==> src/hw/rtl/cmm_pkg.sv <==
`timescale 1ns / 1ps

package cmm_pkg;

	localparam int DIM = 3;

	localparam int OP_W   = 2;
	localparam int IDX_W  = 3;
	localparam int COMP_W = 16;
	localparam int ELEM_W = 2 * COMP_W;
	localparam int PROD_W = 2 * COMP_W;
	localparam int CPX_W  = PROD_W + 1;
	localparam int ACC_W  = 36;

	localparam int DEPTH  = DIM * DIM;
	localparam int ADDR_W = (DEPTH > 1) ? $clog2(DEPTH) : 1;
	localparam int CNT_W  = (DIM > 1) ? $clog2(DIM) : 1;

	localparam logic [OP_W-1:0] OP_LOAD_A  = 2'd0;
	localparam logic [OP_W-1:0] OP_LOAD_B  = 2'd1;
	localparam logic [OP_W-1:0] OP_COMPUTE = 2'd2;

	typedef struct packed {
		logic             valid;
		logic             first;
		logic             last_k;
		logic [IDX_W-1:0] row;
		logic [IDX_W-1:0] col;
		logic             last;
	} ctl_t;

endpackage

==> src/hw/rtl/cmm_ram.sv <==
`timescale 1ns / 1ps

module cmm_ram #(
	parameter int WIDTH = 32,
	parameter int DEPTH = 9,
	localparam int AW = (DEPTH > 1) ? $clog2(DEPTH) : 1
) (
	input  logic             clk,
	input  logic             we,
	input  logic [AW-1:0]    waddr,
	input  logic [WIDTH-1:0] wdata,
	input  logic [AW-1:0]    raddr,
	output logic [WIDTH-1:0] rdata
);

	logic [WIDTH-1:0] mem [DEPTH];

	always_ff @(posedge clk) begin
		if (we) begin
			mem[waddr] <= wdata;
		end
		rdata <= mem[raddr];
	end

endmodule

==> src/hw/rtl/cmm_cmac.sv <==
`timescale 1ns / 1ps

module cmm_cmac (
	input  logic                                    clk,
	input  logic                                    arst_n,
	input  cmm_pkg::ctl_t                           ctl_s1,
	input  logic [cmm_pkg::ELEM_W-1:0]              a_s1,
	input  logic [cmm_pkg::ELEM_W-1:0]              b_s1,
	output cmm_pkg::ctl_t                           res_q,
	output logic signed [cmm_pkg::ACC_W-1:0]        acc_re_q,
	output logic signed [cmm_pkg::ACC_W-1:0]        acc_im_q
);

	logic signed [cmm_pkg::COMP_W-1:0] ar, ai, br, bi;
	logic signed [cmm_pkg::PROD_W-1:0] rr_s2, ii_s2, ri_s2, ir_s2;
	logic signed [cmm_pkg::CPX_W-1:0]  pre_s3, pim_s3;
	logic signed [cmm_pkg::ACC_W-1:0]  base_re, base_im;
	cmm_pkg::ctl_t                     ctl_s2, ctl_s3, res_d;

	assign ar = a_s1[cmm_pkg::ELEM_W-1:cmm_pkg::COMP_W];
	assign ai = a_s1[cmm_pkg::COMP_W-1:0];
	assign br = b_s1[cmm_pkg::ELEM_W-1:cmm_pkg::COMP_W];
	assign bi = b_s1[cmm_pkg::COMP_W-1:0];

	// four real products
	always_ff @(posedge clk) begin
		rr_s2 <= ar * br;
		ii_s2 <= ai * bi;
		ri_s2 <= ar * bi;
		ir_s2 <= ai * br;
	end

	// complex product
	always_ff @(posedge clk) begin
		pre_s3 <= cmm_pkg::CPX_W'(rr_s2) - cmm_pkg::CPX_W'(ii_s2);
		pim_s3 <= cmm_pkg::CPX_W'(ri_s2) + cmm_pkg::CPX_W'(ir_s2);
	end

	always_comb begin
		base_re = ctl_s3.first ? '0 : acc_re_q;
		base_im = ctl_s3.first ? '0 : acc_im_q;
	end

	always_ff @(posedge clk) begin
		if (ctl_s3.valid) begin
			acc_re_q <= base_re + cmm_pkg::ACC_W'(pre_s3);
			acc_im_q <= base_im + cmm_pkg::ACC_W'(pim_s3);
		end
	end

	// one strobe per element, on its last term
	always_comb begin
		res_d       = ctl_s3;
		res_d.valid = ctl_s3.valid & ctl_s3.last_k;
	end

	always_ff @(posedge clk or negedge arst_n) begin
		if (!arst_n) begin
			ctl_s2 <= '0;
			ctl_s3 <= '0;
			res_q  <= '0;
		end else begin
			ctl_s2 <= ctl_s1;
			ctl_s3 <= ctl_s2;
			res_q  <= res_d;
		end
	end

endmodule

==> src/hw/rtl/complex_matrix_multiply_top.sv <==
`timescale 1ns / 1ps
// complex matrix multiply, C = A * B, DIM x DIM elements of Q1.15 components
// an item is taken at a rising edge with start high and busy low
// op load A / load B writes elem_re, elem_im at (row, col);
//   a load with row or col at DIM or above, and op 3, do nothing
// op compute raises busy and streams every element of C in row-major order
// each element of C appears for one cycle with valid high; last marks the
//   final element, and busy drops at the edge that ends that cycle
// the element store is two one-port-read rams, one for A, one for B; each
//   cycle reads one entry of each, so one complex multiply-accumulate per cycle
// a compute item issues DIM*DIM*DIM terms, k fastest, then j, then i; each term
//   passes the ram read, the product registers, the complex sum and the accumulator
// loads can be taken back to back
// results go out with no flow control: the receiver cannot stall the block
// reset clears the sequencer and the output strobe; the stores keep no reset
//   and an element must be loaded before a compute reads it
module complex_matrix_multiply_top (
	input  logic                                    clk,
	input  logic                                    arst_n,
	input  logic                                    start,
	output logic                                    busy,
	input  logic [cmm_pkg::OP_W-1:0]                op,
	input  logic [cmm_pkg::IDX_W-1:0]               row,
	input  logic [cmm_pkg::IDX_W-1:0]               col,
	input  logic signed [cmm_pkg::COMP_W-1:0]       elem_re,
	input  logic signed [cmm_pkg::COMP_W-1:0]       elem_im,
	output logic                                    valid,
	output logic [cmm_pkg::IDX_W-1:0]               out_row,
	output logic [cmm_pkg::IDX_W-1:0]               out_col,
	output logic signed [cmm_pkg::ACC_W-1:0]        prod_re,
	output logic signed [cmm_pkg::ACC_W-1:0]        prod_im,
	output logic                                    last
);

	logic                              accept, in_range, we_a, we_b;
	logic [cmm_pkg::ADDR_W-1:0]        waddr, a_raddr, b_raddr;
	logic [cmm_pkg::ELEM_W-1:0]        wdata, a_s1, b_s1;
	logic                              busy_q, issue_q;
	logic [cmm_pkg::CNT_W-1:0]         i_q, j_q, k_q;
	logic                              k_end, j_end, i_end;
	cmm_pkg::ctl_t                     ctl_s1, res_q;
	logic signed [cmm_pkg::ACC_W-1:0]  acc_re_q, acc_im_q;

	assign accept   = start & ~busy_q;
	assign in_range = (int'(row) < cmm_pkg::DIM) && (int'(col) < cmm_pkg::DIM);
	assign we_a     = accept && in_range && (op == cmm_pkg::OP_LOAD_A);
	assign we_b     = accept && in_range && (op == cmm_pkg::OP_LOAD_B);
	assign waddr    = cmm_pkg::ADDR_W'(int'(row) * cmm_pkg::DIM + int'(col));
	assign wdata    = {elem_re, elem_im};

	assign k_end = (k_q == cmm_pkg::CNT_W'(cmm_pkg::DIM - 1));
	assign j_end = (j_q == cmm_pkg::CNT_W'(cmm_pkg::DIM - 1));
	assign i_end = (i_q == cmm_pkg::CNT_W'(cmm_pkg::DIM - 1));

	assign a_raddr = cmm_pkg::ADDR_W'(int'(i_q) * cmm_pkg::DIM + int'(k_q));
	assign b_raddr = cmm_pkg::ADDR_W'(int'(k_q) * cmm_pkg::DIM + int'(j_q));

	cmm_ram #(.WIDTH(cmm_pkg::ELEM_W), .DEPTH(cmm_pkg::DEPTH)) u_ram_a (
		.clk   (clk),
		.we    (we_a),
		.waddr (waddr),
		.wdata (wdata),
		.raddr (a_raddr),
		.rdata (a_s1)
	);

	cmm_ram #(.WIDTH(cmm_pkg::ELEM_W), .DEPTH(cmm_pkg::DEPTH)) u_ram_b (
		.clk   (clk),
		.we    (we_b),
		.waddr (waddr),
		.wdata (wdata),
		.raddr (b_raddr),
		.rdata (b_s1)
	);

	// i, j, k sequencer
	always_ff @(posedge clk or negedge arst_n) begin
		if (!arst_n) begin
			busy_q  <= 1'b0;
			issue_q <= 1'b0;
			i_q     <= '0;
			j_q     <= '0;
			k_q     <= '0;
			ctl_s1  <= '0;
		end else begin
			ctl_s1.valid  <= issue_q;
			ctl_s1.first  <= (k_q == '0);
			ctl_s1.last_k <= k_end;
			ctl_s1.row    <= cmm_pkg::IDX_W'(i_q);
			ctl_s1.col    <= cmm_pkg::IDX_W'(j_q);
			ctl_s1.last   <= i_end & j_end;
			if (accept && op == cmm_pkg::OP_COMPUTE) begin
				busy_q  <= 1'b1;
				issue_q <= 1'b1;
				i_q     <= '0;
				j_q     <= '0;
				k_q     <= '0;
			end else begin
				if (res_q.valid && res_q.last) begin
					busy_q <= 1'b0;
				end
				if (issue_q) begin
					if (k_end) begin
						k_q <= '0;
						if (j_end) begin
							j_q <= '0;
							if (i_end) begin
								issue_q <= 1'b0;
							end else begin
								i_q <= i_q + 1'b1;
							end
						end else begin
							j_q <= j_q + 1'b1;
						end
					end else begin
						k_q <= k_q + 1'b1;
					end
				end
			end
		end
	end

	cmm_cmac u_cmac (
		.clk      (clk),
		.arst_n   (arst_n),
		.ctl_s1   (ctl_s1),
		.a_s1     (a_s1),
		.b_s1     (b_s1),
		.res_q    (res_q),
		.acc_re_q (acc_re_q),
		.acc_im_q (acc_im_q)
	);

	assign busy    = busy_q;
	assign valid   = res_q.valid;
	assign out_row = res_q.row;
	assign out_col = res_q.col;
	assign prod_re = acc_re_q;
	assign prod_im = acc_im_q;
	assign last    = res_q.valid & res_q.last;

	a_valid_in_busy: assert property (@(posedge clk) disable iff (!arst_n)
		valid |-> busy_q) else $error("result strobe outside a compute");
	a_issue_in_busy: assert property (@(posedge clk) disable iff (!arst_n)
		issue_q |-> busy_q) else $error("issue without busy");
	a_last_ends: assert property (@(posedge clk) disable iff (!arst_n)
		last |=> !busy_q) else $error("busy held after last item");
	a_no_issue_at_last: assert property (@(posedge clk) disable iff (!arst_n)
		last |-> !issue_q) else $error("issue still running at last result");
	a_busy_rise: assert property (@(posedge clk) disable iff (!arst_n)
		$rose(busy_q) |-> $past(start && op == cmm_pkg::OP_COMPUTE))
		else $error("busy rose without compute item");

endmodule

==> config.mk <==
export PLATFORM = sky130hd
export DESIGN_NAME = complex_matrix_multiply_top
export DESIGN_NICKNAME = d
export VERILOG_FILES = /design/src/hw/rtl/cmm_pkg.sv /design/src/hw/rtl/cmm_ram.sv /design/src/hw/rtl/cmm_cmac.sv /design/src/hw/rtl/complex_matrix_multiply_top.sv
export SDC_FILE = /design/constraint.sdc
export NUM_CORES = 2
export LEC_CHECK = 0
export BUFFER_PORTS_ARGS = -buffer_cell sky130_fd_sc_hd__buf_4
export CAP_MARGIN = 30
export CORE_AREA = 5 5 420 422
export CTS_BUF_LIST = sky130_fd_sc_hd__clkbuf_8
export CTS_CLUSTER_SIZE = 30
export DETAILED_ROUTE_END_ITERATION = 8
export DIE_AREA = 0 0 425 427
export GPL_ROUTABILITY_DRIVEN = 1
export HOLD_SLACK_MARGIN = 0.06
export MAX_ROUTING_LAYER = met4
export PLACE_DENSITY_LB_ADDON = 0.25
export SLEW_MARGIN = 10
export SYNTH_ARGS = -nofsm -noshare
export SYNTH_HDL_FRONTEND = slang
export SYNTH_SLANG_ARGS = --single-unit
==> constraint.sdc <==
create_clock -name clk -period 9.2 [get_ports clk]
set_clock_uncertainty 0.2 [all_clocks]
set_input_delay 0 -clock clk [delete_from_list [all_inputs] [get_ports clk]]
set_output_delay 0 -clock clk [all_outputs]
set_load 0.005 [all_outputs]
==> metrics.txt <==
number of enable flip-flop cells after synthesis 648; core area 0.173 sq mm; DRT iter0 DRCs 3074; vias in the first global route 52700; first-pass GRT wire length 294000 um; Max-slew headroom 0.322; Synth-to-Final Area Change 10.7%; status complete, no violations; DRT Pass-1 Iters 6; count of cell types in the netlist 92; commonest non-fill, non-tap cell in the layout inv_1; H-tree levels 4; dpl cells 9051; synth top area cells fa_1 (28%), edfxtp_1 (25%), ha_1 (7.7%); Die ar. 0.181 sq mm; CTS clk-pin slew, worst paths 0.07 ns; Cell Rows 153; Hold Vio Cnt, Final 0; clk root buf clkbuf_8; fraction of registers with async set/reset 0.0403; CP endpoint kind register; clock sink total 944; Setup-failing EPs final 0; Top FF cell, synth edfxtp_1; reg2reg start u_ram_b.rdata[19]; IO Port Bufs 121; Vias 48800; Finished Layout Cells 9457; Final Cycle Share 0.829; Period minus WS final 7.63 ns; setup tns final 0 ns; number of remaining DRC errors 0; WS Path Type register to register; Post-Syn Area 0.0769 sq mm; Detailed Place HPWL 131000 um; largest family of logic cells by synthesized area adder cells; Die H 427 um; post_cts resized 0; mux cell area share after synthesis 0.0464; Via density 5.16; Worst Reg-to-Reg Cells 21; final wirelength 182000 um; drt wl/cell 19.3 um; crit path to u_cmac.ir_s2[30]; Synth Area in Adders 0.353; Worst setup SP type register; Critical Path AT 8.23 ns; Worst-Skew Late Latency 0.95 ns; fin nets 8559; hold path start u_cmac.ctl_s3[5]; #FFs+latches synth 944; GRT overflow 0; Initial Util 0.445; register area share after synthesis 0.333; Synth Area per Inst 11.4 sq um; xor/xnor share of the synthesized area 0.0287; Crit. Startpoint u_ram_b.rdata[19]; layout cell share with drive strength beyond 1 0.0919; Yosys top cell by area fa_1; RSZ-0062 raised after global routing false; Slew Viols, Final 0; compound-cell area share of the yosys netlist 0.0592; # fillers 15600; Max Freq 131 MHz; Worst Hold Class register to register; worst path required time 9.79 ns; initial antenna violation count 21; Max Fanout on Critical Path 18; pin count of the biggest net entering global routing 65; Yosys warning total 0; Worst-Margin Slew 1.02 ns; Top-Level Pins 124; Placer Congestion 0.865; cts bufs inserted 163; post-synthesis cell count 6767; top cell type's share of synthesized area 0.276; Reg-to-Reg End u_cmac.ir_s2[30]; Antenna Violating Nets Remaining 0; most frequent cells in the layout inv_1 (1313), fa_1 (1057), edfxtp_1 (648), nand2_1 (630), and2_1 (507); max-cap violation count 0; DIE WIDTH 425 um; reg-to-reg setup timing slack 1.57 ns; CTS tree yes; simple-gate area share of the yosys netlist 0.105; clock tree buffer depth 3; Tot GR Track Use 0.214
[per-stage QoR]
stage / instance area [sq um] / setup WS (ns) / utilization / hold slack, ns
floorplan: 76900 / 2.77 / - / -0.496
global placement: 80600 / 1.90 / 0.467 / -0.210
detailed placement: 80700 / 1.75 / 0.467 / -0.205
CTS: 84900 / 1.69 / 0.492 / 0.0644
global route: 85100 / 1.20 / 0.493 / 0.119
finish: 85100 / 1.57 / 0.493 / 0.143
[layout make-up]
cell class	instances	area (sq um)	area share
Inverter	1258	4720	0.0555
Sequential cell	944	25600	0.301
Timing Repair Buffer	316	2740	0.0322
Multi-Input combinational cell	4301	45700	0.537
Clock buffer	179	2460	0.0290
Antenna cell	15	37.5	0.000441
Tap cell	2325	2910	0.0342
Clock inverter	119	892	0.0105
[critical path, cell delays in order (launching register included)]
cell,delay [ns]
dfxtp_1,0.94
buf_4,0.36
nand2_1,0.11
fa_1,0.50
fa_1,0.51
fa_1,0.52
inv_1,0.05
fa_1,0.45
fa_1,0.53
inv_1,0.05
fa_1,0.47
inv_1,0.04
ha_1,0.35
a41o_1,0.27
a21o_1,0.17
a22oi_1,0.40
nor2_1,0.15
o31ai_1,0.49
a31oi_1,0.19
o21ai_1,0.26
a21oi_1,0.15
o311ai_1,0.31
[per-layer routing]
layer / GRT usage / up-vias / wire length, um
met5: - / - / 0
met4: 0.0697 / 0 / 6510
met3: 0.0313 / 291 / 9230
met2: 0.347 / 1275 / 88800
met1: 0.280 / 25100 / 77700
li1: - / 22100 / -
[synthesized netlist by cell type, types with 7 or more instances]
master / n
mux4_2: 128
ha_1: 473
a221o_1: 8
o31ai_1: 7
dfrtp_1: 38
a31oi_1: 11
nor2_1: 182
dfxtp_1: 258
o21ai_0: 163
fa_1: 1059
nand2b_1: 51
nor2b_1: 100
nand2_1: 630
o21bai_1: 22
a221oi_1: 7
o2111ai_1: 7
o211ai_1: 13
o21a_1: 46
nand4_1: 15
xor2_1: 59
or3_1: 11
nor3_1: 39
a211o_1: 7
a211oi_1: 17
and3_1: 25
mux2i_1: 68
buf_1: 23
clkbuf_1: 235
inv_1: 1257
o21ai_1: 12
edfxtp_1: 648
a21oi_1: 173
a31o_2: 8
a21o_1: 108
and2_1: 507
a21boi_0: 9
nand3_1: 33
xnor2_1: 193
[logic make-up (layout without fill, tap and decap cells)]
group	Yosys count	in the layout
compound gates	693	693
xor+xnor	252	252
fa+ha+maj	1532	1532
buf+inv	1523	1872
flops	944	944
mux	196	196
other cells	1	17
simple gates	1626	1626
[state kept, by name, summed over array words and instances (netlist names), 2 cells and up]
| signal | count |
|---|---|
| ctl_s1 | 8 |
| i_q | 2 |
| j_q | 2 |
| k_q | 2 |
| u_cmac.acc_im_q | 36 |
| u_cmac.acc_re_q | 36 |
| u_cmac.ctl_s2 | 8 |
| u_cmac.ctl_s3 | 8 |
| u_cmac.ii_s2 | 32 |
| u_cmac.ir_s2 | 32 |
| u_cmac.pim_s3 | 33 |
| u_cmac.pre_s3 | 33 |
| u_cmac.res_q | 6 |
| u_cmac.ri_s2 | 32 |
| u_cmac.rr_s2 | 32 |
| u_ram_a.mem | 288 |
| u_ram_a.rdata | 32 |
| u_ram_b.mem | 288 |
| u_ram_b.rdata | 32 |
[what timing repair did]
action | in CTS | in global routing
endpoints found under the hold margin | 1077 | 0
setup buffers | 0 | 0
hold buffers | 88 | 0
[worst min-delay path by stage]
stage | endpoint | slack (ns) | depth (start not counted)
2_1_floorplan | busy | -0.50 | 0
3_3_place_gp | busy | -0.21 | 1
3_5_place_dp | busy | -0.20 | 1
4_1_cts | u_ram_a.mem[0][9] | 0.06 | 5
5_1_grt | u_ram_a.mem[0][10] | 0.12 | 5
6_report | u_cmac.res_q[5] | 0.14 | 0
Power is left out: the tool's default activity adds up to more than one toggle a clock period on the data nets, which glitch-free logic cannot reach.
